File: config.mk
export PLATFORM = sky130hd
export DESIGN_NAME = esf_ctrl
export DESIGN_NICKNAME = d
export VERILOG_FILES = /design/src/rtl/core/esf_pkg.sv /design/src/rtl/core/esf_ctrl.sv
export SDC_FILE = /design/constraint.sdc
export NUM_CORES = 1
export LEC_CHECK = 0
export ABC_AREA = 0
export ABC_CLOCK_PERIOD_IN_PS = 5100
export BUFFER_PORTS_ARGS = -buffer_cell sky130_fd_sc_hd__buf_2
export CAP_MARGIN = 10
export CORE_MARGIN = 5
export CORE_UTILIZATION = 41
export DETAILED_ROUTE_END_ITERATION = 8
export SLEW_MARGIN = 20
export SYNTH_ARGS = -nofsm -noshare
export SYNTH_HDL_FRONTEND = slang
export SYNTH_SLANG_ARGS = --single-unit
File: constraint.sdc
create_clock -name clk_i -period 5.1 [get_ports clk_i]
set_clock_uncertainty 0.15 [all_clocks]
set_input_delay 0.255 -clock clk_i [delete_from_list [all_inputs] [get_ports clk_i]]
set_output_delay 0.255 -clock clk_i [all_outputs]
set_load 0.005 [all_outputs]
File: src/rtl/core/esf_pkg.sv
// Shared types and constants for the edge spring force block.
// Request and response payloads, opcodes, and controller-to-datapath command structs.
// No dependencies.
`default_nettype none

package esf_pkg;

  localparam int unsigned EDGE_COUNT_DEF   = 4096;
  localparam int unsigned VERTEX_COUNT_DEF = 1024;

  localparam int ITER_W = 7;

  localparam int SQ_STEPS   = 4;
  localparam int SQRT_STEPS = 34;
  localparam int DIV_STEPS  = 98;

  localparam logic [1:0] OP_CAPTURE = 2'd0;
  localparam logic [1:0] OP_APPLY   = 2'd1;
  localparam logic [1:0] OP_READ    = 2'd2;

  localparam logic [31:0] GAIN_RESET = 32'd65536;

  localparam logic [47:0] FORCE_MAX = 48'h7FFF_FFFF_FFFF;
  localparam logic [47:0] FORCE_MIN = 48'h8000_0000_0000;

  typedef enum logic [4:0] {
    PH_IDLE,
    PH_CLEAR,
    PH_SQ,
    PH_SQRT,
    PH_CAPT,
    PH_PREP,
    PH_MUL1,
    PH_MUL2A,
    PH_MUL2B,
    PH_SUM,
    PH_DIV,
    PH_FIN,
    PH_RDA,
    PH_UPA,
    PH_RDB,
    PH_UPB,
    PH_RDR,
    PH_UPR,
    PH_RESP
  } esf_phase_e;

  typedef struct packed {
    esf_phase_e        phase;
    logic              load;
    logic [ITER_W-1:0] cnt;
    logic [1:0]        comp;
  } esf_cmd_t;

  typedef struct packed {
    logic clear_last;
    logic len_zero;
  } esf_stat_t;

  typedef struct packed {
    logic [1:0]         opcode;
    logic [11:0]        edge_index;
    logic [9:0]         vertex_a;
    logic [9:0]         vertex_b;
    logic signed [31:0] pos_a_x;
    logic signed [31:0] pos_a_y;
    logic signed [31:0] pos_a_z;
    logic signed [31:0] pos_b_x;
    logic signed [31:0] pos_b_y;
    logic signed [31:0] pos_b_z;
  } esf_req_t;

  typedef struct packed {
    logic signed [47:0] force_x;
    logic signed [47:0] force_y;
    logic signed [47:0] force_z;
    logic               degenerate;
    logic               saturated;
  } esf_rsp_t;

endpackage

`default_nettype wire

File: src/rtl/core/esf_ctrl.sv
// Controller state machine for the edge spring force block.
// Sequences the datapath through its phases; depends on esf_pkg.
`default_nettype none

module esf_ctrl import esf_pkg::*; (
  input  wire logic       clk_i,
  input  wire logic       rst_ni,
  input  wire logic       start_i,
  input  wire logic [1:0] opcode_i,
  input  wire esf_stat_t  stat_i,
  output esf_cmd_t        cmd_o,
  output logic            busy_o,
  output logic            done_o
);

  localparam logic [4:0] S_CLEAR = 5'd0;
  localparam logic [4:0] S_IDLE  = 5'd1;
  localparam logic [4:0] S_SQ    = 5'd2;
  localparam logic [4:0] S_SQRT  = 5'd3;
  localparam logic [4:0] S_CAPT  = 5'd4;
  localparam logic [4:0] S_PREP  = 5'd5;
  localparam logic [4:0] S_MUL1  = 5'd6;
  localparam logic [4:0] S_MUL2A = 5'd7;
  localparam logic [4:0] S_MUL2B = 5'd8;
  localparam logic [4:0] S_SUM   = 5'd9;
  localparam logic [4:0] S_DIV   = 5'd10;
  localparam logic [4:0] S_FIN   = 5'd11;
  localparam logic [4:0] S_RDA   = 5'd12;
  localparam logic [4:0] S_UPA   = 5'd13;
  localparam logic [4:0] S_RDB   = 5'd14;
  localparam logic [4:0] S_UPB   = 5'd15;
  localparam logic [4:0] S_RDR   = 5'd16;
  localparam logic [4:0] S_UPR   = 5'd17;
  localparam logic [4:0] S_RESP  = 5'd18;

  logic [4:0]        state_q, state_d;
  logic [ITER_W-1:0] cnt_q, cnt_d;
  logic [1:0]        comp_q, comp_d;
  logic [1:0]        op_q, op_d;
  logic              load;

  assign load = (state_q == S_IDLE) && start_i;

  always_comb begin
    state_d = state_q;
    cnt_d   = cnt_q;
    comp_d  = comp_q;
    op_d    = op_q;
    case (state_q)
      S_CLEAR: begin
        if (stat_i.clear_last) state_d = S_IDLE;
      end
      S_IDLE: begin
        if (start_i) begin
          op_d   = opcode_i;
          cnt_d  = '0;
          comp_d = '0;
          if (opcode_i == OP_READ) begin
            state_d = S_RDR;
          end else if (opcode_i == OP_CAPTURE || opcode_i == OP_APPLY) begin
            state_d = S_SQ;
          end else begin
            state_d = S_RESP;
          end
        end
      end
      S_SQ: begin
        if (cnt_q == ITER_W'(SQ_STEPS - 1)) begin
          cnt_d   = '0;
          state_d = S_SQRT;
        end else begin
          cnt_d = cnt_q + 1'b1;
        end
      end
      S_SQRT: begin
        if (cnt_q == ITER_W'(SQRT_STEPS - 1)) begin
          cnt_d   = '0;
          state_d = (op_q == OP_CAPTURE) ? S_CAPT : S_PREP;
        end else begin
          cnt_d = cnt_q + 1'b1;
        end
      end
      S_CAPT:  state_d = S_RESP;
      S_PREP:  state_d = stat_i.len_zero ? S_RESP : S_MUL1;
      S_MUL1:  state_d = S_MUL2A;
      S_MUL2A: state_d = S_MUL2B;
      S_MUL2B: state_d = S_SUM;
      S_SUM: begin
        cnt_d   = '0;
        state_d = S_DIV;
      end
      S_DIV: begin
        if (cnt_q == ITER_W'(DIV_STEPS - 1)) begin
          state_d = S_FIN;
        end else begin
          cnt_d = cnt_q + 1'b1;
        end
      end
      S_FIN: begin
        if (comp_q == 2'd2) begin
          state_d = S_RDA;
        end else begin
          comp_d  = comp_q + 1'b1;
          state_d = S_MUL1;
        end
      end
      S_RDA:  state_d = S_UPA;
      S_UPA:  state_d = S_RDB;
      S_RDB:  state_d = S_UPB;
      S_UPB:  state_d = S_RESP;
      S_RDR:  state_d = S_UPR;
      S_UPR:  state_d = S_RESP;
      S_RESP: state_d = S_IDLE;
      default: state_d = S_IDLE;
    endcase
  end

  always_ff @(posedge clk_i or negedge rst_ni) begin
    if (!rst_ni) begin
      state_q <= S_CLEAR;
      cnt_q   <= '0;
      comp_q  <= '0;
      op_q    <= OP_CAPTURE;
    end else begin
      state_q <= state_d;
      cnt_q   <= cnt_d;
      comp_q  <= comp_d;
      op_q    <= op_d;
    end
  end

  always_comb begin
    cmd_o.load = load;
    cmd_o.cnt  = cnt_q;
    cmd_o.comp = comp_q;
    case (state_q)
      S_CLEAR: cmd_o.phase = PH_CLEAR;
      S_SQ:    cmd_o.phase = PH_SQ;
      S_SQRT:  cmd_o.phase = PH_SQRT;
      S_CAPT:  cmd_o.phase = PH_CAPT;
      S_PREP:  cmd_o.phase = PH_PREP;
      S_MUL1:  cmd_o.phase = PH_MUL1;
      S_MUL2A: cmd_o.phase = PH_MUL2A;
      S_MUL2B: cmd_o.phase = PH_MUL2B;
      S_SUM:   cmd_o.phase = PH_SUM;
      S_DIV:   cmd_o.phase = PH_DIV;
      S_FIN:   cmd_o.phase = PH_FIN;
      S_RDA:   cmd_o.phase = PH_RDA;
      S_UPA:   cmd_o.phase = PH_UPA;
      S_RDB:   cmd_o.phase = PH_RDB;
      S_UPB:   cmd_o.phase = PH_UPB;
      S_RDR:   cmd_o.phase = PH_RDR;
      S_UPR:   cmd_o.phase = PH_UPR;
      S_RESP:  cmd_o.phase = PH_RESP;
      default: cmd_o.phase = PH_IDLE;
    endcase
  end

  assign busy_o = (state_q != S_IDLE);
  assign done_o = (state_q == S_RESP);

endmodule

`default_nettype wire

==> key figures, run 1 <==
Power and ir drop
  • PwrDens: 529 nW/um^2
  • Peak VDD IR: 244 uV
  • Leakage: 0.675 nW

Logic synthesis
  • Syn_nets: 165
  • Sequential share of the synthesized area: 0.299
  • Number of synthesized register bits: 16
  • Synth top area share: 0.299
  • Yosys warns: 0
  • Average size of a mapped cell: 8.92 um^2
  • Number of flops mapped to enable cells by yosys: 0
  • Area leader, netlist: dfrtp_1
  • Post-Synthesis Cells: 150
  • Post-synth ARST share: 1.00
  • Mapped cell area: 1340 um^2
  • Synth cell types: 46
  • Synth top area cells: dfrtp_1 (30%), ha_1 (7.5%), nor2_1 (5.1%), nand2_1 (3.6%), a21oi_1 (3.0%)
  • Synth Flop Type: dfrtp_1

Cells and area
  • Fin nets: 184
  • Layout Area Growth over Synthesis: 10.4%
  • Fill count: 319
  • Reg area: 400 um^2
  • ANT cells: 0
  • Layout cells sized above 1: 0.269
  • Area of the multi-input gates: 836 um^2

Setup path
  • Critical path origin: state_q[1]
  • R2R Path Start: state_q[1]
  • Crit Path Class: reg -> reg
  • CP endpoint kind: flop
  • Worst path bufs/invs: 1
  • Delay-heaviest family, CP: simple AND/OR/NAND/NOR gates
  • Crit-path max cell delay: 0.44 ns
  • CP required: 5.12 ns
  • CP max-delay cell: dfrtp_1
  • CP cell instances: inv_1 -> ha_1 -> nor4b_2 -> nand2b_1 -> o2111ai_2 -> nor2_2 -> a221o_1
  • Worst Path Arrival: 2.43 ns
  • Critical path peak fanout: 11
  • Critical Path Source Type: flop

Timing
  • Tcrit/Tclk final: 0.472
  • Unrepaired setup endpoints after global routing: false
  • Fin worst setup slack: 2.69 ns
  • Slew @ Worst Pin: 0.656 ns
  • Max Fclk: 415 MHz
  • Final Hold Vio Count: 0
  • Setup TNS: 0 ns
  • Minimum clock period: 2.41 ns
  • Max-slew headroom: 0.562
  • Slew Limit Fails: 0
  • Setup violations, final: 0

Clock tree
  • Total clock sinks: 16
  • Post-CTS setup buffer count: 0
  • Worst-path clk slew: 0.09 ns
  • Post-CTS Resized: 0
  • H-tree depth: 1
  • Clock root buffer: clkbuf_4
  • TritonCTS buffer count: 3
  • TritonCTS clock tree: done
  • CTS Hold Buffers Added: 1
  • Clock latency at the later pin of the worst-skew pair: 0.28 ns
  • Largest buffer count on any clock path: 2

Placement
  • Final RePlAce weighted congestion: 0.857
  • HPWL Detailed: 2210 um
  • Post-place setup slack: 2.70 ns
  • IO Port Bufs: 23

GRT
  • Vias in the first global route: 1,085
  • First-pass GRT wire length: 5040 um
  • Grt ovf: 0
  • All-Layer GR Usage: 0.144
  • Largest net degree at the start of global routing: 21
  • Initial antenna violation count: 0

Floorplan
  • Initial Util: 0.431
  • Die area: 4500 um^2
  • I/O pin cnt: 24
  • Die Y: 67.1 um
  • # rows: 20
  • Die width: 67.1 um
  • Core area: 3100 um^2

Hold path
  • Worst hold path class: in -> reg
  • Hold_sp: opcode_i[0]

Detailed routing
  • Drt first pass iters: 7
  • WL final: 2890 um
  • Via Count: 1,113
  • Remaining antenna violation count after routing: 0
  • Drc violations: 0
  • Routed len/inst: 13.7 um
  • Via-to-Cell Ratio: 5.27
  • Initial drt markers: 49

Status
  • Run status: finished, final reports clean

Flow run
  • Maxcap violations: 0
[flip-flops by register name, summed over array words and instances (netlist names)]
signal,count
state_q,5
comp_q,2
op_q,2
cnt_q,7
[cell families (layout without fill, tap and decap cells)]
logic type / count (synthesis) / in the layout / synth area share
AND/OR/NAND/NOR: 61 / 61 / 0.246
AO/OA/AOI/OAI: 37 / 37 / 0.235
buffers and inverters: 20 / 37 / 0.0758
flip-flops: 16 / 16 / 0.299
adder cells (fa/ha/maj): 8 / 8 / 0.0748
multiplexers: 7 / 7 / 0.0627
XOR/XNOR: 1 / 1 / 0.00655
[path summary, 6_finish.rpt]
| kind | end | slack [ns] | depth (start not counted) |
|---|---|---|---|
| min in group asynchronous | state_q[2] | 0.26 | 2 |
| setup reg to reg | cnt_q[3] | 2.69 | 7 |
| hold / removal | op_q[0] | 0.07 | 2 |
| max in group asynchronous | comp_q[1] | 4.27 | 2 |
| setup / recovery | cnt_q[3] | 2.69 | 7 |
| hold reg to reg | op_q[0] | 0.37 | 1 |
[where the power goes]
group,switching [W],leakage [nW],internal (W)
Sequential,0.0000584,0.212,0.000162
Clock,0.0000368,0.0138,0.0000274
Combinational,0.000262,0.449,0.000234
Total,0.000357,0.675,0.000423
[through the flow]
step	utilization	area, um^2	std cells	power [W]	hold slack (ns)
6_report	0.476	1480	211	0.000780	0.0712
5_1_grt	0.476	1480	211	0.000862	0.0443
4_1_cts	0.476	1480	211	0.000788	0.0586
3_5_place_dp	0.465	1440	207	0.000719	0.0490
3_3_place_gp	0.465	1440	207	0.000708	0.0459
2_1_floorplan	-	1340	150	0.000624	-0.191
[cells in the mapped netlist (2+ instances only)]
master and instances:
nand2_1 13, o21bai_1 3, ha_1 8, nor2b_1 4, and2_1 2, nand2b_1 3, mux2_4 2, dfrtp_1 16
or2_2 2, inv_1 10, o31ai_1 2, buf_2 3, a221o_1 3, a21oi_1 8, a31o_2 2, a211oi_1 2
mux2_2 3, clkbuf_1 3, nor4_1 3, mux2i_1 2, buf_4 2, buf_6 2, a211o_1 2, o21ai_0 6
nor2_1 18, nand3_1 6
[worst register-to-register path, cell delays in order (launching register included)]
cell and delay (ns):
dfrtp_1 0.44, inv_1 0.12, ha_1 0.32, nor4b_2 0.34
nand2b_1 0.21, o2111ai_2 0.27, nor2_2 0.13, a221o_1 0.31
[placed cells by master, fill, tap and decap left out, types with 3 or more instances in the layout]
cell,n
nand3_1,6
nand2b_1,3
inv_1,10
ha_1,8
clkbuf_4,3
dfrtp_1,16
nor2_1,18
mux2_2,3
nor4_1,3
a21oi_1,8
o21ai_0,6
nor2b_1,4
nand2_1,13
a221o_1,3
buf_2,23
o21bai_1,3
[area by class of cell]
cell class | count | area share
multi-input cells | 114 | 0.566
flip-flops and latches | 16 | 0.271
repair buffers | 24 | 0.0847
well taps | 44 | 0.0373
inverters | 10 | 0.0254
clock buffers | 3 | 0.0153
[layer usage]
layer	share of wire	wire [um]	vias up	track usage
met2	0.44	1270	15	0.223
met4	0.0052	15	0	0.0152
met3	0.022	63	4	0.0354
li1	-	-	568	-
met5	0	0	-	0
met1	0.53	1540	526	0.209
(Power assumes the default switching activity.)
==> run 2: changes to the inputs <==
--- a/config.mk
+++ b/config.mk
@@ -5,8 +5,8 @@
 export SDC_FILE = /design/constraint.sdc
 export NUM_CORES = 1
 export LEC_CHECK = 0
-export ABC_AREA = 0
-export ABC_CLOCK_PERIOD_IN_PS = 5100
+export ABC_AREA = 1
+export ABC_CLOCK_PERIOD_IN_PS = 2450
 export BUFFER_PORTS_ARGS = -buffer_cell sky130_fd_sc_hd__buf_2
 export CAP_MARGIN = 10
 export CORE_MARGIN = 5
==> constraint.sdc (replaced) <==
create_clock -name clk_i -period 2.45 [get_ports clk_i]
set_clock_uncertainty 0.15 [all_clocks]
set_input_delay 0.1225 -clock clk_i [delete_from_list [all_inputs] [get_ports clk_i]]
set_output_delay 0.1225 -clock clk_i [all_outputs]
set_load 0.005 [all_outputs]
==> key figures, run 2 <==
Status
  • Run status: finished, final reports clean

Logic synthesis
  • Synth top area share: 0.298 (-0.00112)
  • Synth cell types: 30 (-35%)
  • Post-Synthesis Cells: 202 (+35%)
  • Number of synthesized register bits: 16 (unchanged)
  • Synth cell count leaders: nand2_1 (60), inv_1 (29), nor2_1 (26)
  • Area leader, netlist: dfrtp_1
  • Sequential share of the synthesized area: 0.298 (-0.00112)
  • Most common cell in the netlist: nand2_1
  • Number of flops mapped to enable cells by yosys: 0 (unchanged)
  • Synth top area cells: dfrtp_1 (30%), nand2_1 (17%), inv_1 (8.1%), ha_1 (7.5%), nor2_1 (7.3%)
  • Post-synth ARST share: 1.00 (unchanged)
  • Synth Flop Type: dfrtp_1
  • Syn_nets: 217 (+32%)
  • Yosys warns: 0 (unchanged)
  • Average size of a mapped cell: 6.65 um^2 (-25%)
  • Mapped cell area: 1340 um^2 (+0.37%)

GRT
  • First-pass GRT wire length: 5480 um (+8.8%)
  • Vias in the first global route: 1,232 (+14%)
  • Grt ovf: 0 (unchanged)
  • Initial antenna violation count: 0 (unchanged)
  • Largest net degree at the start of global routing: 17 (-19%)
  • All-Layer GR Usage: 0.156 (+0.0121)

Timing
  • Slew @ Worst Pin: 0.386 ns (-0.270 ns)
  • Max Fclk: 507 MHz
  • Setup violations, final: 0 (unchanged)
  • Final Hold Vio Count: 0 (unchanged)
  • Slew Limit Fails: 0 (unchanged)
  • Setup TNS: 0 ns (unchanged)
  • Minimum clock period: 1.97 ns
  • Max-slew headroom: 0.743 (+0.180)
  • Unrepaired setup endpoints after global routing: false
  • Tcrit/Tclk final: 0.805

Setup path
  • CP endpoint kind: output port
  • Reg2reg setup slack: 0.60 ns (-2.09 ns)
  • Critical Path Source Type: flop
  • Crit Path Class: reg -> out
  • Cell mode on critical path: nand2_4
  • Reg-to-reg endpoint: cnt_q[1]
  • Worst Path Arrival: 1.70 ns (-0.73 ns)
  • CP max-delay cell: dfrtp_1
  • Crit-path max cell delay: 0.44 ns (about the same)
  • Critical path peak fanout: 6 (-5)
  • Reg2Reg Depth: 10 (+3)
  • CP required: 2.18 ns (-2.94 ns)
  • CP cell instances: inv_1 -> ha_1 -> nand2_4 -> inv_2 -> nand2_4 -> nor2_1 -> buf_2
  • R2R Path Start: state_q[0]

Floorplan
  • I/O pin cnt: 24 (unchanged)
  • Die area: 4520 um^2 (+0.33%)
  • Die width: 67.2 um (+0.16%)
  • Core area: 3100 um^2 (unchanged)
  • # rows: 20 (unchanged)
  • Die Y: 67.2 um (+0.16%)
  • Initial Util: 0.433 (+0.00161)

Detailed routing
  • Via Count: 1,305 (+17%)
  • WL final: 3120 um (+8.2%)
  • Initial drt markers: 81 (+65%)
  • Routed len/inst: 11.4 um (-17%)
  • Remaining antenna violation count after routing: 0 (unchanged)
  • Via-to-Cell Ratio: 4.76 (-9.7%)
  • Drc violations: 0 (unchanged)
  • Drt first pass iters: 4 (-3)

Power and ir drop
  • Clock power share: 0.376 (+0.294)
  • PwrDens: 298 nW/um^2 (-44%)
  • Tot Pwr: 0.000465 W (-40%)
  • Combinational share of power: 0.047 (-0.588)
  • P_int: 0.000366 W (-13%)
  • Reg power frac: 0.577 (+0.295)
  • Leakage: 0.875 nW (+30%)
  • Peak VDD IR: 245 uV (+0.13%)
  • Net Sw Frac: 0.211 (-0.246)
  • Sw power: 0.0000982 W (-72%)

Clock tree
  • Clock root buffer: clkbuf_4
  • Largest buffer count on any clock path: 2 (unchanged)
  • TritonCTS clock tree: done
  • Post-CTS setup buffer count: 0 (unchanged)
  • Post-CTS Resized: 0 (unchanged)
  • Worst-path clk slew: 0.10 ns (about the same)
  • CTS Hold Buffers Added: 3 (+2)
  • Clock latency at the later pin of the worst-skew pair: 0.28 ns (about the same)
  • Total clock sinks: 16 (unchanged)
  • TritonCTS buffer count: 3 (unchanged)
  • H-tree depth: 1 (unchanged)

Hold path
  • Hold Path End: state_q[2]
  • Worst hold path class: in -> reg
  • Hold_sp: stat_i[0]
  • Hold Path Stages: 4 (+2)

Cells and area
  • ANT cells: 0 (unchanged)
  • Most frequent cells in the layout: nand2_1 (60), inv_1 (29), nor2_1 (26)
  • Layout Area Growth over Synthesis: 16.2%
  • Largest regs: cnt_q: 7 flops, state_q: 5 flops
  • Fin nets: 246 (+34%)
  • Largest register FFs: 7 (unchanged)
  • Final Non-Filler Cells: 274 (+30%)
  • Layout cells sized above 1: 0.187 (-0.0825)
  • Most common cell after layout, fill and taps aside: nand2_1
  • Reg with most FFs: cnt_q

Placement
  • Final RePlAce weighted congestion: 0.878 (+2.4%)
  • HPWL Detailed: 2550 um (+15%)
  • IO Port Bufs: 23 (unchanged)
  • # placed instances: 267 (+29%)

Flow run
  • Maxcap violations: 0 (unchanged)
-- run 2: cell count changes after synthesis, moves of 4 or more --
cell	previous run	this run
nor2_1	18	26
nor3_1	0	5
nand3_1	6	13
nor2b_1	4	0
a21oi_1	8	3
nand2_1	13	60
inv_1	10	29
-- run 2: stage by stage --
| stage | instance area (um^2) | setup WS, ns | hold slack [ns] | utilization |
|---|---|---|---|---|
| 2_1_floorplan | 1340 | 0.824 | -0.323 | - |
| 3_3_place_gp | 1490 | 0.613 | -0.0769 | 0.481 |
| 3_5_place_dp | 1490 | 0.616 | -0.0840 | 0.481 |
| 4_1_cts | 1560 | 0.447 | 0.0809 | 0.503 |
| 5_1_grt | 1560 | 0.317 | 0.123 | 0.503 |
| 6_report | 1560 | 0.479 | 0.0911 | 0.503 |
-- run 2: worst max-delay path by stage --
stage	startpoint	slack, ns	endpoint	depth (start not counted)
floorplan	state_q[1]	0.82	state_q[1]	12
global placement	state_q[0]	0.61	cnt_q[6]	10
detailed placement	state_q[0]	0.62	cnt_q[1]	10
CTS	state_q[1]	0.45	cmd_o[9]	7
global route	state_q[1]	0.32	cmd_o[9]	7
finish	state_q[1]	0.48	cmd_o[9]	7
-- run 2: cells by family (layout without fill, tap and decap cells) --
group,Yosys count,count (layout),synth area share
simple gates,121,121,0.418
buf+inv,36,64,0.113
compound gates,18,18,0.0764
flops,16,16,0.298
fa+ha+maj,8,8,0.0746
xor+xnor,3,3,0.0196
-- run 2: layout make-up --
class / count / area (um^2)
Clock buffer: 4 / 36.3
Fill cell: 340 / 1540
Inverter: 34 / 133
Multi-Input combinational cell: 150 / 791
Sequential cell: 16 / 400
Tap cell: 44 / 55.1
Timing Repair Buffer: 26 / 145
-- run 2: critical path: cells and delay by family (launching register included) --
kind	cells	cell delay [ns]
flip-flops	1	0.44
AND/OR/NAND/NOR	3	0.40
buffers and inverters	3	0.36
adder cells (fa/ha/maj)	1	0.22
-- run 2: power by group through the flow --
stage          registers (W)  clock network (W)    logic, W
2_1_floorplan       0.000273                  0  0.00000534
3_3_place_gp        0.000273                  0   0.0000186
3_5_place_dp        0.000273                  0   0.0000185
4_1_cts             0.000268           0.000183   0.0000223
5_1_grt             0.000268           0.000198   0.0000259
6_report            0.000268           0.000175   0.0000219
-- run 2: metal layers --
layer / global-route usage / up-vias / wire [um]
met1: 0.233 / 579 / 1650
met3: 0.0300 / 2 / 151
met2: 0.233 / 30 / 1310
met5: 0 / - / 0
met4: 0.0304 / 0 / 13
li1: - / 694 / -
==> run 3: changes to the inputs <==
--- a/config.mk
+++ b/config.mk
@@ -5,8 +5,8 @@
 export SDC_FILE = /design/constraint.sdc
 export NUM_CORES = 1
 export LEC_CHECK = 0
-export ABC_AREA = 1
-export ABC_CLOCK_PERIOD_IN_PS = 2450
+export ABC_AREA = 0
+export ABC_CLOCK_PERIOD_IN_PS = 1980
 export BUFFER_PORTS_ARGS = -buffer_cell sky130_fd_sc_hd__buf_2
 export CAP_MARGIN = 10
 export CORE_MARGIN = 5
==> constraint.sdc (replaced) <==
create_clock -name clk_i -period 1.98 [get_ports clk_i]
set_clock_uncertainty 0.15 [all_clocks]
set_input_delay 0.099 -clock clk_i [delete_from_list [all_inputs] [get_ports clk_i]]
set_output_delay 0.099 -clock clk_i [all_outputs]
set_load 0.005 [all_outputs]
==> key figures, run 3 (synthesis gave the netlist of run 1 again) <==
Detailed routing
  • Remaining antenna violation count after routing: 0 (unchanged)
  • Initial drt markers: 51 (-37%)
  • Max layer used: met4
  • Drc violations: 0 (unchanged)
  • Met2 Wirelength: 1960 um (+49%)
  • Via-to-Cell Ratio: 5.28 (+11%)
  • Routed len/inst: 15.1 um (+32%)
  • Met1 Wirelength: 1710 um (+4.1%)
  • WL final: 3870 um (+24%)
  • Routed wl met3: 174 um (+15%)
  • Drt first pass iters: 4 (unchanged)
  • Via Count: 1,357 (+4.0%)

Power and ir drop
  • P_int: 0.00170 W (+360%)
  • PwrDens: 1480 nW/um^2 (+400%)
  • Clock power share: 0.076 (-0.300)
  • Peak VDD IR: 726 uV (+200%)
  • Reg power frac: 0.176 (-0.401)
  • Combinational share of power: 0.748 (+0.701)
  • Net Sw Frac: 0.425 (+0.213)
  • Leakage: 0.931 nW (+6.4%)
  • Tot Pwr: 0.00296 W (+540%)
  • Sw power: 0.00126 W (+1200%)

Floorplan
  • Core area: 3100 um^2 (unchanged)
  • Die width: 67.1 um (-0.16%)
  • I/O pin cnt: 24 (unchanged)
  • # rows: 20 (unchanged)
  • Die area: 4500 um^2 (-0.33%)
  • Die Y: 67.1 um (-0.16%)
  • Initial Util: 0.431 (-0.00161)

GRT
  • Vias in the first global route: 1,385 (+12%)
  • Grt ovf: 0 (unchanged)
  • First-pass GRT wire length: 6180 um (+13%)
  • Largest net degree at the start of global routing: 17 (unchanged)
  • Initial antenna violation count: 0 (unchanged)
  • All-Layer GR Usage: 0.177 (+0.0205)

Timing
  • Minimum clock period: 2.11 ns
  • Max Fclk: 473 MHz
  • Unrepaired setup endpoints after global routing: true
  • Final Hold Vio Count: 0 (unchanged)
  • Setup violations, final: 11 (+11)
  • Slew Limit Fails: 0 (unchanged)
  • Slew @ Worst Pin: 0.383 ns (-0.00340 ns)
  • Max-slew headroom: 0.745 (+0.00227)
  • Tcrit/Tclk final: 1.07
  • Fin worst setup slack: -0.135 ns (-0.613 ns)

Setup path
  • Critical path peak fanout: 5 (-1)
  • Critical Path Source Type: flop
  • CP endpoint kind: flop
  • Worst Path Arrival: 2.21 ns (+0.51 ns)
  • CP required: 2.07 ns (-0.11 ns)
  • Crit Path Class: reg -> reg

Cells and area
  • Reg with most FFs: cnt_q
  • Layout Area Growth over Synthesis: 49.7%
  • Layout cells sized above 1: 0.512 (+0.325)
  • Fill count: 281 (-17%)
  • Most common cell after layout, fill and taps aside: buf_4
  • Fin nets: 229 (-6.9%)
  • Largest register FFs: 7 (unchanged)
  • Largest regs: cnt_q: 7 flops, state_q: 5 flops
  • ANT cells: 0 (unchanged)
  • Most frequent cells in the layout: buf_4 (37), buf_2 (22), nor2_1 (16)
  • Finished Cell Area: 2000 um^2 (+28%)

Hold path
  • Worst hold path class: in -> reg

Clock tree
  • Clock root buffer: clkbuf_4
  • TritonCTS clock tree: done
  • Worst-path clk slew: 0.10 ns (about the same)
  • H-tree depth: 1 (unchanged)
  • Clock latency at the later pin of the worst-skew pair: 0.29 ns (about the same)
  • TritonCTS buffer count: 3 (unchanged)
  • Largest buffer count on any clock path: 2 (unchanged)
  • Total clock sinks: 16 (unchanged)

Placement
  • HPWL Detailed: 2770 um (+8.5%)
  • IO Port Bufs: 23 (unchanged)
  • Placed Area: 1720 um^2 (+15%)
  • Post-place setup slack: -0.200 ns (-0.816 ns)
  • Final RePlAce weighted congestion: 0.848 (-3.4%)

Flow run
  • Maxcap violations: 0 (unchanged)

Status
  • Violated checks: setup timing
  • Run status: finished, violations left
[run 3: repair_timing]
item                       CTS  global route
resized for setup           15            13
setup buffers                1             6
hold endpoints to repair    18             0
cloned                       0             2
pin swaps                    2             4
setup endpoints to repair   13            13
hold buffers                 3             0
[run 3: path summary, 6_finish.rpt]
kind	endpoint	slack, ns	cells past startpoint	start
max reg2reg	cnt_q[6]	-0.13	7	state_q[0]
min	state_q[4]	0.08	4	stat_i[0]
max	cnt_q[6]	-0.13	7	state_q[0]
min in group asynchronous	state_q[1]	0.10	2	rst_ni
max in group asynchronous	state_q[0]	1.29	2	rst_ni
min reg2reg	op_q[1]	0.38	1	op_q[1]
[run 3: power by group through the flow]
stage / combinational, W / clock (W) / sequential (W)
floorplan: 0.00116 / 0 / 0.000503
global placement: 0.00172 / 0 / 0.000511
detailed placement: 0.00174 / 0 / 0.000519
CTS: 0.00189 / 0.000227 / 0.000522
global route: 0.00239 / 0.000249 / 0.000535
finish: 0.00221 / 0.000225 / 0.000520
[run 3: cell type report]
class | count | area (um^2) | area share
repair buffers | 67 | 483 | 0.241
flip-flops and latches | 16 | 403 | 0.201
well taps | 44 | 55.1 | 0.0275
inverters | 10 | 37.5 | 0.0188
multi-input cells | 116 | 987 | 0.493
clock buffers | 4 | 36.3 | 0.0181
[run 3: critical path, cell delays in order, from the launching register on]
cell and delay, ns:
dfrtp_2 0.46, ha_4 0.16, or4b_4 0.48, a21oi_4 0.21
buf_4 0.16, a31oi_4 0.05, nor4_2 0.26, a211o_1 0.13
[run 3: per-stage QoR]
| step | utilization | hold WS [ns] | setup TNS, ns | cells |
|---|---|---|---|---|
| 3_3_place_gp | 0.556 | -0.110 | -0.985 | 241 |
| 2_1_floorplan | - | -0.347 | -0.0717 | 150 |
| 4_1_cts | 0.599 | 0.0585 | -0.465 | 249 |
| 5_1_grt | 0.645 | 0.112 | -1.68 | 257 |
| 3_5_place_dp | 0.556 | -0.111 | -1.31 | 241 |
| 6_report | 0.645 | 0.0794 | -0.884 | 257 |
[run 3: layer usage]
layer	vias to the layer above	GRT usage
met3	4	0.0354
met2	47	0.321
met1	641	0.219
met4	0	0.0228
li1	665	-
met5	-	0
